==> src/hw/rtl/dpk_pkg.sv <==
package dpk_pkg;

  // one input beat
  typedef struct packed {
    logic [7:0] in_byte;
    logic       unit_start;
    logic       packet_end;
  } in_item_t;

  // one result beat
  typedef struct packed {
    logic [7:0] out_byte;
    logic       byte_valid;
    logic       run_last;
    logic       packet_done;
    logic [2:0] status;
  } out_item_t;

  // command codes from front to back
  localparam logic [1:0] CMD_BYTE = 2'd0;  // one data byte
  localparam logic [1:0] CMD_HDR  = 2'd1;  // start code plus two header bytes
  localparam logic [1:0] CMD_BARE = 2'd2;  // bare status beat

  // one command: all results of one input byte
  typedef struct packed {
    logic [1:0] mode;
    logic [7:0] byte0;
    logic [7:0] byte1;
    logic       done;
    logic [2:0] status;
  } cmd_t;

  // beat positions inside a header command
  localparam logic [2:0] HDR_ONE_IDX   = 3'd3;
  localparam logic [2:0] HDR_FIRST_IDX = 3'd4;
  localparam logic [2:0] HDR_LAST_IDX  = 3'd5;

  // unit kinds
  localparam logic [1:0] KIND_COPY = 2'd0;
  localparam logic [1:0] KIND_DROP = 2'd1;
  localparam logic [1:0] KIND_FRAG = 2'd2;

  // nal unit types
  localparam logic [5:0] TYPE_AP   = 6'd48;
  localparam logic [5:0] TYPE_FU   = 6'd49;
  localparam logic [5:0] TYPE_PACI = 6'd50;

  // status codes
  localparam logic [2:0] ST_OK        = 3'd0;
  localparam logic [2:0] ST_TYPE      = 3'd1;
  localparam logic [2:0] ST_LAYER     = 3'd2;
  localparam logic [2:0] ST_TID       = 3'd3;
  localparam logic [2:0] ST_SHORT     = 3'd4;
  localparam logic [2:0] ST_PACI      = 3'd5;

  // unit length needs
  localparam logic [2:0] NEED_HDR      = 3'd2;
  localparam logic [2:0] NEED_FU       = 3'd3;
  localparam logic [2:0] NEED_FU_DONL  = 3'd5;
  localparam logic [2:0] POS_FU_HDR    = 3'd2;
  localparam logic [2:0] POS_MAX       = 3'd7;

endpackage

==> src/hw/rtl/dpk_front.sv <==
module dpk_front
  import dpk_pkg::*;
(
  input  logic     clk,
  input  logic     rst_n,
  input  logic     cfg_we,
  input  logic     cfg_data,
  input  logic     accept,
  input  in_item_t item,
  output logic     cmd_push,
  output cmd_t     cmd
);

  logic       donl_r;
  logic [2:0] pos_r, pos_nxt;
  logic [7:0] h1_r, h1_nxt;
  logic [7:0] h2_r, h2_nxt;
  logic [1:0] kind_r, kind_nxt;
  logic [2:0] err_r, err_nxt;
  logic       inp_r, inp_nxt;

  // short unit check at unit end
  function automatic logic [2:0] len_check(input logic [2:0] err, input logic [2:0] pos,
                                           input logic [1:0] kind, input logic donl);
    logic [2:0] need;
    need = NEED_HDR;
    if (pos >= NEED_HDR && kind == KIND_FRAG) need = donl ? NEED_FU_DONL : NEED_FU;
    if (err == ST_OK && pos < need) return ST_SHORT;
    return err;
  endfunction

  // config register
  always_ff @(posedge clk) begin
    if (!rst_n) donl_r <= 1'b0;
    else if (cfg_we) donl_r <= cfg_data;
  end

  // classify one byte
  always_comb begin
    logic [5:0] ntype;
    logic [5:0] lid;
    logic       emit;
    pos_nxt  = pos_r;
    h1_nxt   = h1_r;
    h2_nxt   = h2_r;
    kind_nxt = kind_r;
    err_nxt  = err_r;
    inp_nxt  = inp_r;
    emit     = 1'b0;
    cmd      = '0;
    ntype    = h1_r[6:1];
    lid      = {h1_r[0], item.in_byte[7:3]};

    // unit boundary
    if (!inp_r || item.unit_start) begin
      if (inp_r) err_nxt = len_check(err_nxt, pos_nxt, kind_nxt, donl_r);
      inp_nxt  = 1'b1;
      pos_nxt  = '0;
      kind_nxt = KIND_COPY;
    end

    // payload handling
    if (err_nxt == ST_OK) begin
      if (pos_nxt == 3'd0) begin
        h1_nxt = item.in_byte;
      end else if (pos_nxt == 3'd1) begin
        h2_nxt = item.in_byte;
        priority if (ntype > TYPE_PACI) err_nxt = ST_TYPE;
        else if (lid != 6'd0) err_nxt = ST_LAYER;
        else if (item.in_byte[2:0] == 3'd0) err_nxt = ST_TID;
        else if (ntype == TYPE_PACI) err_nxt = ST_PACI;
        else if (ntype == TYPE_AP) kind_nxt = KIND_DROP;
        else if (ntype == TYPE_FU) kind_nxt = KIND_FRAG;
        else begin
          kind_nxt  = KIND_COPY;
          emit      = 1'b1;
          cmd.mode  = CMD_HDR;
          cmd.byte0 = h1_r;
          cmd.byte1 = item.in_byte;
        end
      end else if (kind_nxt == KIND_COPY) begin
        emit      = 1'b1;
        cmd.mode  = CMD_BYTE;
        cmd.byte0 = item.in_byte;
      end else if (kind_nxt == KIND_FRAG) begin
        if (pos_nxt == POS_FU_HDR) begin
          if (item.in_byte[7]) begin
            emit      = 1'b1;
            cmd.mode  = CMD_HDR;
            cmd.byte0 = {h1_r[7], item.in_byte[5:0], h1_r[0]};
            cmd.byte1 = h2_r;
          end
        end else if (!(donl_r && pos_nxt < NEED_FU_DONL)) begin
          emit      = 1'b1;
          cmd.mode  = CMD_BYTE;
          cmd.byte0 = item.in_byte;
        end
      end
    end

    if (pos_nxt < POS_MAX) pos_nxt = pos_nxt + 3'd1;

    // packet end closes the packet
    if (item.packet_end) begin
      err_nxt = len_check(err_nxt, pos_nxt, kind_nxt, donl_r);
      if (!emit) begin
        emit      = 1'b1;
        cmd.mode  = CMD_BARE;
        cmd.byte0 = '0;
      end
      cmd.done   = 1'b1;
      cmd.status = err_nxt;
      inp_nxt    = 1'b0;
      err_nxt    = ST_OK;
      pos_nxt    = '0;
      kind_nxt   = KIND_COPY;
    end

    cmd_push = accept && emit;
  end

  // unit and packet state
  always_ff @(posedge clk) begin
    if (!rst_n) begin
      pos_r  <= '0;
      h1_r   <= '0;
      h2_r   <= '0;
      kind_r <= KIND_COPY;
      err_r  <= ST_OK;
      inp_r  <= 1'b0;
    end else if (accept) begin
      pos_r  <= pos_nxt;
      h1_r   <= h1_nxt;
      h2_r   <= h2_nxt;
      kind_r <= kind_nxt;
      err_r  <= err_nxt;
      inp_r  <= inp_nxt;
    end
  end

endmodule

==> src/hw/rtl/dpk_cmdq.sv <==
module dpk_cmdq
  import dpk_pkg::*;
#(
  parameter int DEPTH = 4
) (
  input  logic clk,
  input  logic rst_n,
  input  logic wr_en,
  input  cmd_t wr_data,
  output logic q_full,
  input  logic rd_en,
  output cmd_t rd_data,
  output logic q_empty
);

  localparam int PW = $clog2(DEPTH);
  localparam int CW = $clog2(DEPTH + 1);
  localparam logic [PW-1:0] LAST_PTR = PW'(DEPTH - 1);

  cmd_t          slot_r [DEPTH];
  logic [PW-1:0] wp_r, wp_nxt;
  logic [PW-1:0] rp_r, rp_nxt;
  logic [CW-1:0] cnt_r, cnt_nxt;

  assign q_full  = (cnt_r == CW'(DEPTH));
  assign q_empty = (cnt_r == '0);
  assign rd_data = slot_r[rp_r];

  // pointer and count update
  always_comb begin
    wp_nxt  = wp_r;
    rp_nxt  = rp_r;
    cnt_nxt = cnt_r;
    if (wr_en) begin
      wp_nxt = (wp_r == LAST_PTR) ? '0 : wp_r + PW'(1);
    end
    if (rd_en) begin
      rp_nxt = (rp_r == LAST_PTR) ? '0 : rp_r + PW'(1);
    end
    if (wr_en && !rd_en) cnt_nxt = cnt_r + CW'(1);
    else if (!wr_en && rd_en) cnt_nxt = cnt_r - CW'(1);
  end

  always_ff @(posedge clk) begin
    if (!rst_n) begin
      wp_r  <= '0;
      rp_r  <= '0;
      cnt_r <= '0;
    end else begin
      wp_r  <= wp_nxt;
      rp_r  <= rp_nxt;
      cnt_r <= cnt_nxt;
    end
  end

  // storage
  always_ff @(posedge clk) begin
    if (wr_en) slot_r[wp_r] <= wr_data;
  end

endmodule

==> src/hw/rtl/dpk_back.sv <==
module dpk_back
  import dpk_pkg::*;
(
  input  logic      clk,
  input  logic      rst_n,
  input  logic      q_empty,
  input  cmd_t      q_data,
  output logic      q_pop,
  output out_item_t out_item,
  output logic      empty,
  input  logic      pop
);

  cmd_t       cur_r;
  logic       cur_vld_r, cur_vld_nxt;
  logic [2:0] idx_r, idx_nxt;
  logic       last;
  logic       load;

  // result beat from the current command
  always_comb begin
    out_item            = '0;
    last                = 1'b1;
    unique case (cur_r.mode)
      CMD_HDR: begin
        last                = (idx_r == HDR_LAST_IDX);
        out_item.byte_valid = 1'b1;
        if (idx_r == HDR_ONE_IDX) out_item.out_byte = 8'd1;
        else if (idx_r == HDR_FIRST_IDX) out_item.out_byte = cur_r.byte0;
        else if (idx_r == HDR_LAST_IDX) out_item.out_byte = cur_r.byte1;
      end
      CMD_BYTE: begin
        out_item.byte_valid = 1'b1;
        out_item.out_byte   = cur_r.byte0;
      end
      CMD_BARE: out_item.byte_valid = 1'b0;
      default:  out_item.byte_valid = 1'b0;
    endcase
    out_item.run_last    = last;
    out_item.packet_done = last && cur_r.done;
    out_item.status      = last ? cur_r.status : ST_OK;
  end

  assign empty = !cur_vld_r;
  assign load  = !cur_vld_r || (pop && last);
  assign q_pop = load && !q_empty;

  // beat sequencing
  always_comb begin
    cur_vld_nxt = cur_vld_r;
    idx_nxt     = idx_r;
    if (load) begin
      cur_vld_nxt = !q_empty;
      idx_nxt     = '0;
    end else if (pop) begin
      idx_nxt = idx_r + 3'd1;
    end
  end

  always_ff @(posedge clk) begin
    if (!rst_n) begin
      cur_vld_r <= 1'b0;
      idx_r     <= '0;
    end else begin
      cur_vld_r <= cur_vld_nxt;
      idx_r     <= idx_nxt;
    end
  end

  always_ff @(posedge clk) begin
    if (q_pop) cur_r <= q_data;
  end

endmodule

==> src/hw/rtl/h265_rtp_depacketizer.sv <==
// channel   dir  handshake         payload
// input     in   push / full       in_item   (in_byte, unit_start, packet_end)
// result    out  empty / pop       out_item  (out_byte, byte_valid, run_last,
//                                             packet_done, status)
// config    in   cfg_we            cfg_data  (donl_present)
//
// an input byte is classified in the cycle it is taken; full only rises when the
// command queue of QUEUE_DEPTH entries is full
// the back end drains one result beat per cycle while pop is high: a data byte or
// bare status gives one beat, a start code with header gives six beats
// sustained rate is one byte per cycle on payload while full is low; header bursts
// are absorbed by the command queue, which feeds the back end's command register
// reset is synchronous and active low, clears queue, unit state and config
module h265_rtp_depacketizer
  import dpk_pkg::*;
#(
  parameter int QUEUE_DEPTH = 4
) (
  input  logic      clk,
  input  logic      rst_n,
  input  logic      cfg_we,
  input  logic      cfg_data,
  input  logic      push,
  output logic      full,
  input  in_item_t  in_item,
  output logic      empty,
  input  logic      pop,
  output out_item_t out_item
);

  logic cmd_push;
  cmd_t cmd;
  logic q_full;
  logic q_empty;
  logic q_pop;
  cmd_t q_data;

  assign full = q_full;

  // classify and track units
  dpk_front u_front (
    .clk      (clk),
    .rst_n    (rst_n),
    .cfg_we   (cfg_we),
    .cfg_data (cfg_data),
    .accept   (push && !q_full),
    .item     (in_item),
    .cmd_push (cmd_push),
    .cmd      (cmd)
  );

  // command queue between front and back
  dpk_cmdq #(
    .DEPTH (QUEUE_DEPTH)
  ) u_cmdq (
    .clk     (clk),
    .rst_n   (rst_n),
    .wr_en   (cmd_push),
    .wr_data (cmd),
    .q_full  (q_full),
    .rd_en   (q_pop),
    .rd_data (q_data),
    .q_empty (q_empty)
  );

  // expand commands into result beats
  dpk_back u_back (
    .clk      (clk),
    .rst_n    (rst_n),
    .q_empty  (q_empty),
    .q_data   (q_data),
    .q_pop    (q_pop),
    .out_item (out_item),
    .empty    (empty),
    .pop      (pop)
  );

  // a packet's final beat always closes the run of its byte
  a_done_last: assert property (@(posedge clk) disable iff (!rst_n)
    (!empty && out_item.packet_done) |-> out_item.run_last)
    else $error("packet_done without run_last");

  // error status only on the packet's final beat
  a_status_done: assert property (@(posedge clk) disable iff (!rst_n)
    (!empty && out_item.status != ST_OK) |-> out_item.packet_done)
    else $error("status on a beat that is not packet_done");

  // a bare status beat only closes a packet
  a_bare_done: assert property (@(posedge clk) disable iff (!rst_n)
    (!empty && !out_item.byte_valid) |-> out_item.packet_done)
    else $error("bare beat without packet_done");

  // a beat not taken stays on the ports
  a_hold: assert property (@(posedge clk) disable iff (!rst_n)
    (!empty && !pop) |=> (!empty && $stable(out_item)))
    else $error("result beat changed while stalled");

endmodule

==> config.mk <==
export PLATFORM = sky130hd
export DESIGN_NAME = h265_rtp_depacketizer
export DESIGN_NICKNAME = d
export VERILOG_FILES = /design/src/hw/rtl/dpk_pkg.sv /design/src/hw/rtl/dpk_front.sv /design/src/hw/rtl/dpk_cmdq.sv /design/src/hw/rtl/dpk_back.sv /design/src/hw/rtl/h265_rtp_depacketizer.sv
export SDC_FILE = /design/constraint.sdc
export NUM_CORES = 1
export LEC_CHECK = 0
export ABC_CLOCK_PERIOD_IN_PS = 5350
export BUFFER_PORTS_ARGS = -buffer_cell sky130_fd_sc_hd__clkbuf_2
export CAP_MARGIN = 20
export CORE_ASPECT_RATIO = 0.9
export CORE_MARGIN = 3
export CORE_UTILIZATION = 55
export CTS_BUF_LIST = sky130_fd_sc_hd__clkbuf_8 sky130_fd_sc_hd__clkbuf_16
export DETAILED_ROUTE_END_ITERATION = 16
export GPL_ROUTABILITY_DRIVEN = 0
export PLACE_DENSITY_LB_ADDON = 0.2
export SKIP_CTS_REPAIR_TIMING = 1
export SLEW_MARGIN = 20
export SYNTH_ARGS = -nofsm -noshare
export SYNTH_HDL_FRONTEND = slang
export SYNTH_SLANG_ARGS = --single-unit
==> constraint.sdc <==
create_clock -name clk -period 5.35 [get_ports clk]
set_input_delay 1.605 -clock clk [delete_from_list [all_inputs] [get_ports clk]]
set_output_delay 1.605 -clock clk [all_outputs]
set_load 0.005 [all_outputs]
==> results of run 1 <==
## registers in the layout, summed over array words and instances (netlist names)
name and cells:
u_back.cur_vld_r 1, u_back.idx_r 3, u_front.kind_r 2, u_cmdq.slot_r 88, u_front.h1_r 8, u_cmdq.rp_r 2, u_front.inp_r 1, u_front.h2_r 8
u_front.pos_r 3, u_cmdq.wp_r 2, u_cmdq.cnt_r 3, u_front.donl_r 1, u_back.cur_r 22, u_front.err_r 3
## per-stage QoR
step | cells | total power, mW | hold WS, ps
floorplan | 460 | 1.92 | 452
global placement | 638 | 2.10 | 466
detailed placement | 638 | 2.12 | 475
CTS | 670 | 3.24 | 490
global route | 670 | 3.37 | 514
finish | 670 | 3.21 | 484
## worst min-delay path by stage
| stage | startpoint | end |
|---|---|---|
| floorplan | u_front.h2_r[3]$_SDFFE_PN0P_ | u_front.h2_r[3]$_SDFFE_PN0P_ |
| global placement | u_front.h2_r[7]$_SDFFE_PN0P_ | u_front.h2_r[7]$_SDFFE_PN0P_ |
| detailed placement | u_front.h2_r[4]$_SDFFE_PN0P_ | u_front.h2_r[4]$_SDFFE_PN0P_ |
| CTS | u_front.h2_r[4]$_SDFFE_PN0P_ | u_front.h2_r[4]$_SDFFE_PN0P_ |
| global route | u_front.h2_r[4]$_SDFFE_PN0P_ | u_front.h2_r[4]$_SDFFE_PN0P_ |
| finish | u_front.h2_r[4]$_SDFFE_PN0P_ | u_front.h2_r[4]$_SDFFE_PN0P_ |
## Yosys cell counts, types with 11 or more instances
cell and n:
mux4_2 22, mux2i_1 22, ha_1 18, and2_1 14
nor2_1 56, nand2_1 26, inv_1 16, a21oi_1 17
dfxtp_1 37, o21ai_0 11, edfxtp_1 110
## worst max-delay path, delay by kind of cell
family                   cells  cell delay, ps
AND/OR/NAND/NOR              9            1930
AO/OA/AOI/OAI                3             690
adder cells (fa/ha/maj)      2             470
buffers and inverters        2             260
## metal layers
metal  part of all wire [%]  global-route usage, %
met5                      0                      0
met4                    1.5                   5.91
met3                    5.3                   6.33
met2                     48                   35.0
met1                     45                   28.5
## cell type report
type / count / area [um^2]
Clock buffer: 17 / 425
Fill cell: 846 / 3770
Multi-Input combinational cell: 283 / 2320
Inverter: 16 / 60.1
Tap cell: 152 / 190
Clock inverter: 15 / 141
Sequential cell: 147 / 4040
Timing Repair Buffer: 40 / 223
## cell families after synthesis
kind of cell | count (synthesis) | synth area share [%]
adder cells (fa/ha/maj) | 19 | 3.78
multiplexers | 45 | 11.2
XOR/XNOR | 3 | 0.405
buffers and inverters | 30 | 2.01
flip-flops | 147 | 62.4
AND/OR/NAND/NOR | 145 | 12.2
AO/OA/AOI/OAI | 71 | 8.08
## power by group
| group | leakage [nW] | internal (mW) | switching (mW) |
|---|---|---|---|
| logic | 1.05 | 0.275 | 0.322 |
| clock network | 0.274 | 0.617 | 0.505 |
| registers | 1.36 | 1.42 | 0.0755 |
==> impl_metrics.tcl, run 1 <==
set metrics [dict create \
    post_dp_cell_area_um2 6830 \
    final_cell_mix "edfxtp_1, nor2_1, dfxtp_1" \
    synth_top_flop_cell "edfxtp_1" \
    core-area_um2 11200 \
    p_per_area_nw_per_um2 434 \
    ios 32 \
    worst_slew_pin_slew_ps 999 \
    endpoint_kind "flip-flop" \
    gr-total-overflow 0 \
    syn2layout_area_growth_pct 14.1 \
    htreeDepth 4 \
    diodes 0 \
    final_antenna_net_count 0 \
    final_area_um2 7400 \
    yosysWarnings 0 \
    cts_sinks 147 \
    clk_pin_slew_ps 60 \
    slew_headroom_pct 33.3 \
    worstSetupEndpoint "u_cmdq.slot_r[2][2]$_DFFE_PP_" \
    clock-root-buffer "clkbuf_16" \
    grt_max_degree 32 \
    grt_pass1_vias 3943 \
    avgSynthCellArea_um2 14.1 \
    die-area_um2 13100 \
    start_util_pct 58.1 \
    maxCapViolCount 0 \
    fin_ws_ps 558 \
    die-width_um 120 \
    synth.area.top_cells "edfxtp_1, dfxtp_1, mux4_2" \
    ys_seq_elements 147 \
    hold_depth 2 \
    ys_types 68 \
    synth_edf_count 110 \
    rsz0062_at_grt "false" \
    async_reset_ff_share_pct 0 \
    status "finished, final reports clean" \
    viasPerCell 5.88 \
    gr-usage-all-layers_pct 21.5 \
    final_util_pct 66.2 \
    seq_area_frac_synth_pct 62.4 \
    vias 3940 \
    min_path_type "reg -> reg" \
    setup_violations 0 \
    wirelength_mm 12.7 \
    finalSetupTns_ps 0 \
    cts_tree "yes" \
    synth.top_cell.area_share_pct 50.9 \
    grt_antenna_before_repair 0 \
    max-vdd-ir-drop_mv 0.228 \
    path_class "in -> reg" \
    fmax_ghz 0.209 \
    drc_errors 0 \
    wire_per_inst_um 19.0 \
    worstPathArrival_ps 4960 \
    drive_gt1_share_pct 22.6 \
    drt_iter0_markers 368 \
    reg2reg_depth 15 \
    hold_violations 0 \
    skew_ps 9.58 \
    worstSetupStartpoint "in_item[1]" \
    reg2reg_slack_ps 1070 \
    drt_pass1_iterations 5 \
    syn_nets 495 \
    die_y_um 109 \
    layout_commonest_cell "edfxtp_1" \
    io_buffers 31 \
    numCtsBuffers 17 \
    cp.required_ps 5510 \
    clk_latency_ps 420 \
    clk_path_buf_depth 2 \
    drv_slew 0 \
    r2r_end "u_cmdq.slot_r[2][2]$_DFFE_PP_" \
    nNetsFinal 540 \
    netlist_instances 460 \
    min_period_ps 4790 \
    num_rows 36 \
    syn_area_um2 6480 \
    p_leak_nw 2.68 \
    yosysTopAreaCell "edfxtp_1" \
    crit_path_max_incr_delay_ps 400 \
    worstPathCellList "clkbuf_2 -> nor2b_2 -> nand2_1 -> inv_1 -> ha_1 -> nand2_2 -> or2_2 -> nor4b_2 -> nor2_1 -> or3b_1 -> ha_1 -> nand3b_1 -> a21oi_1 -> o31a_1 -> nand2_1 -> o31ai_1" \
    period_share_pct 89.6 \
    timing.rr.start "u_front.pos_r[2]$_SDFFE_PN0P_" \
    crit_slowest_cell "o31ai_1" \
    dpl_worst_slack_ps 64.7 \
    dpl.hpwl_mm 8.51 \
    critPathMaxFanout 7 \
    grt_pass1_wl_mm 21.1 \
    worst_setup_path_start_kind "primary input" \
]
Note: power is estimated with default switching activity, not from simulation.
==> inputs of run 2 (changes only) <==
--- a/config.mk
+++ b/config.mk
@@ -5,6 +5,7 @@
 export SDC_FILE = /design/constraint.sdc
 export NUM_CORES = 1
 export LEC_CHECK = 0
+export ABC_AREA = 1
 export ABC_CLOCK_PERIOD_IN_PS = 5350
 export BUFFER_PORTS_ARGS = -buffer_cell sky130_fd_sc_hd__clkbuf_2
 export CAP_MARGIN = 20
==> run 2 against run 1 <==
Net effect: via count increased by 21%; first-iteration DRC count increased by 13%; sequential share of layout area decreased by 1.8 points; fmax increased by 22%; combinational power increased by 23%; utilization decreased by 0.60 points; sequential power about the same; largest power group unchanged; synthesized area increased by 3.3%; sequential cell count unchanged; register-to-register slack improved by 1200 ps; critical endpoint is now u_cmdq.cnt_r[2]$_SDFFE_PN0P_.
==> impl_metrics.tcl, run 2 <==
set metrics [dict create \
    grt_max_degree 48 \
    finalPower_mw 3.48 \
    syn_area_um2 6700 \
    ys_types 42 \
    layout_commonest_cell "edfxtp_1" \
    grt_antenna_before_repair 0 \
    final_cell_mix "edfxtp_1, nor2_1, inv_1" \
    multi_input_area_um2 2220 \
    die-width_um 122 \
    status "finished, final reports clean" \
    cp.required_ps 5690 \
    nNetsFinal 738 \
    clk_pin_slew_ps 50 \
    fill_cells 926 \
    synth_most_common_cell "edfxtp_1" \
    yosysWarnings 0 \
    ys_seq_elements 147 \
    synth.top_cell.area_share_pct 49.3 \
    yosysTopAreaCell "edfxtp_1" \
    critPathMaxFanout 8 \
    drt_iter0_markers 416 \
    htreeDepth 4 \
    top_regs "u_cmdq.slot_r x88, u_back.cur_r x22" \
    dpl.hpwl_mm 9.28 \
    avgSynthCellArea_um2 10.1 \
    drc_errors 0 \
    synth.area.top_cells "edfxtp_1, dfxtp_1, o21ai_0" \
    hold_violations 0 \
    top_register "u_cmdq.slot_r" \
    period_share_pct 73.4 \
    crit_path_max_incr_delay_ps 440 \
    grt_pass1_vias 4562 \
    syn2layout_area_growth_pct 14.3 \
    finalSetupTns_ps 0 \
    async_reset_ff_share_pct 0 \
    syn_nets 700 \
    cts_tree "yes" \
    worstPathCellList "clkbuf_2 -> inv_2 -> nand2_4 -> nor2_2 -> inv_1 -> ha_1 -> nand2_1 -> a31oi_4 -> nor2_4 -> nor2_2 -> nor2_4 -> o21ai_4 -> inv_2 -> ha_1 -> inv_1 -> fa_1 -> nor2_1 -> nor2_1 -> nand2_1 -> o21ai_0 -> a21oi_1" \
    start_util_pct 57.4 \
    io_buffers 31 \
    endpoint_kind "flip-flop" \
    die-area_um2 13500 \
    num_rows 37 \
    ys_top_cells_by_count "edfxtp_1, nor2_1, inv_1, o21ai_0, nand2_1" \
    p_per_area_nw_per_um2 455 \
    wirelength_mm 13.7 \
    dp.cells 840 \
    cp_num_buf_inv 5 \
    numCtsBuffers 17 \
    worstPathArrival_ps 4270 \
    drv_slew 0 \
    synth_edf_count 110 \
    netlist_instances 665 \
    viasPerCell 5.45 \
    ios 32 \
    min_path_type "reg -> reg" \
    core-area_um2 11700 \
    crit_slowest_cell "fa_1" \
    worst_slew_pin_slew_ps 847 \
    maxCapViolCount 0 \
    largest_reg_flops 88 \
    clock-root-buffer "clkbuf_16" \
    clk_path_buf_depth 2 \
    synth_top_flop_cell "edfxtp_1" \
    diodes 0 \
    fin_ws_ps 1420 \
    fin_cells 872 \
    min_period_ps 3930 \
    slew_headroom_pct 43.5 \
    grt_pass1_wl_mm 22.7 \
    rsz0062_at_grt "false" \
    post_dp_cell_area_um2 7030 \
    fmax_ghz 0.255 \
    max-vdd-ir-drop_mv 0.244 \
    layout.area.seq_um2 4040 \
    gr-total-overflow 0 \
    path_delay_family "simple AND/OR/NAND/NOR gates" \
    final_area_um2 7660 \
    final_antenna_net_count 0 \
    worst_setup_path_start_kind "primary input" \
    drive_gt1_share_pct 16.2 \
    setup_violations 0 \
    dpl_worst_slack_ps 981 \
    gr-usage-all-layers_pct 21.5 \
    seq_area_frac_synth_pct 60.3 \
    skew_ps 9.84 \
    die_y_um 111 \
    clk_latency_ps 420 \
    vias 4751 \
    drt_pass1_iterations 5 \
    wire_per_inst_um 15.7 \
    p_leak_nw 2.99 \
    cts_sinks 147 \
    path_class "in -> reg" \
]
[run 2: cell types whose count changed after synthesis, moves of 9 or more]
cell,change
o21ai_0,+65
nand2_2,+10
mux4_2,-22
o22ai_1,+23
and2_1,-13
nand2_1,+40
inv_1,+67
a22o_1,-9
nor2_1,+37
mux2i_1,-22
nand3_1,+12
a21oi_1,+26
[run 2: worst reg2reg max path, stage by stage, from the launching register on]
cell	delay, ps
dfxtp_1	400
inv_2	70
nand2_1	70
nand3_1	120
inv_1	50
ha_1	270
nand2_1	50
nand2_1	70
nand2_2	60
nand2_2	90
nand2_2	70
nor2_4	160
nand2_8	100
nor2_4	170
o21ai_4	100
inv_2	80
ha_1	140
inv_1	70
fa_1	440
nor2_1	110
nor2_1	40
nand2_1	70
o21ai_0	80
a21oi_1	130
[run 2: kinds of logic (layout without fill, tap and decap cells)]
logic type      count (synthesis)  in the layout  synth area share [%]
simple gates                  224            224                  15.8
xor+xnor                        1              1                 0.131
compound gates                161            161                  13.5
buf+inv                       113            164                  6.59
flops                         147            147                  60.3
fa+ha+maj                      19             19                  3.66
[run 2: report_power, final]
part	switching [mW]	leakage (nW)	internal, mW
Clock	0.454	0.315	0.792
Sequential	0.0706	1.33	1.44
Combinational	0.503	1.35	0.228
[run 2: final cells by class]
type	count	share of cell area (%)
sequential	147	52.8
multi-input combinational	405	29.0
clock buffer	18	5.74
inverter	94	4.67
timing repair buffer	38	2.81
tap	156	2.55
clock inverter	14	2.45
[run 2: path summary, 6_finish.rpt]
check	depth (start not counted)	start	slack, ps	end
min	2	u_front.h2_r[3]$_SDFFE_PN0P_	470	u_front.h2_r[3]$_SDFFE_PN0P_
max	21	in_item[1]	1420	u_cmdq.cnt_r[2]$_SDFFE_PN0P_
min reg2reg	2	u_front.h2_r[3]$_SDFFE_PN0P_	470	u_front.h2_r[3]$_SDFFE_PN0P_
max reg2reg	23	u_front.pos_r[2]$_SDFFE_PN0P_	2280	u_cmdq.cnt_r[2]$_SDFFE_PN0P_
[run 2: metal layers]
layer	up-vias	share of wire, %	GRT usage, %
met5	-	0	0
met4	0	1.0	5.60
met3	16	5.1	5.41
met2	134	49	34.2
met1	2250	45	29.5
li1	2351	-	-
[run 2: through the flow]
stage / util (%) / hold WS, ps
global route: 65.6 / 495
CTS: 65.6 / 470
finish: 65.6 / 468
detailed placement: 60.3 / 461
global placement: 60.1 / 447
floorplan: - / 431
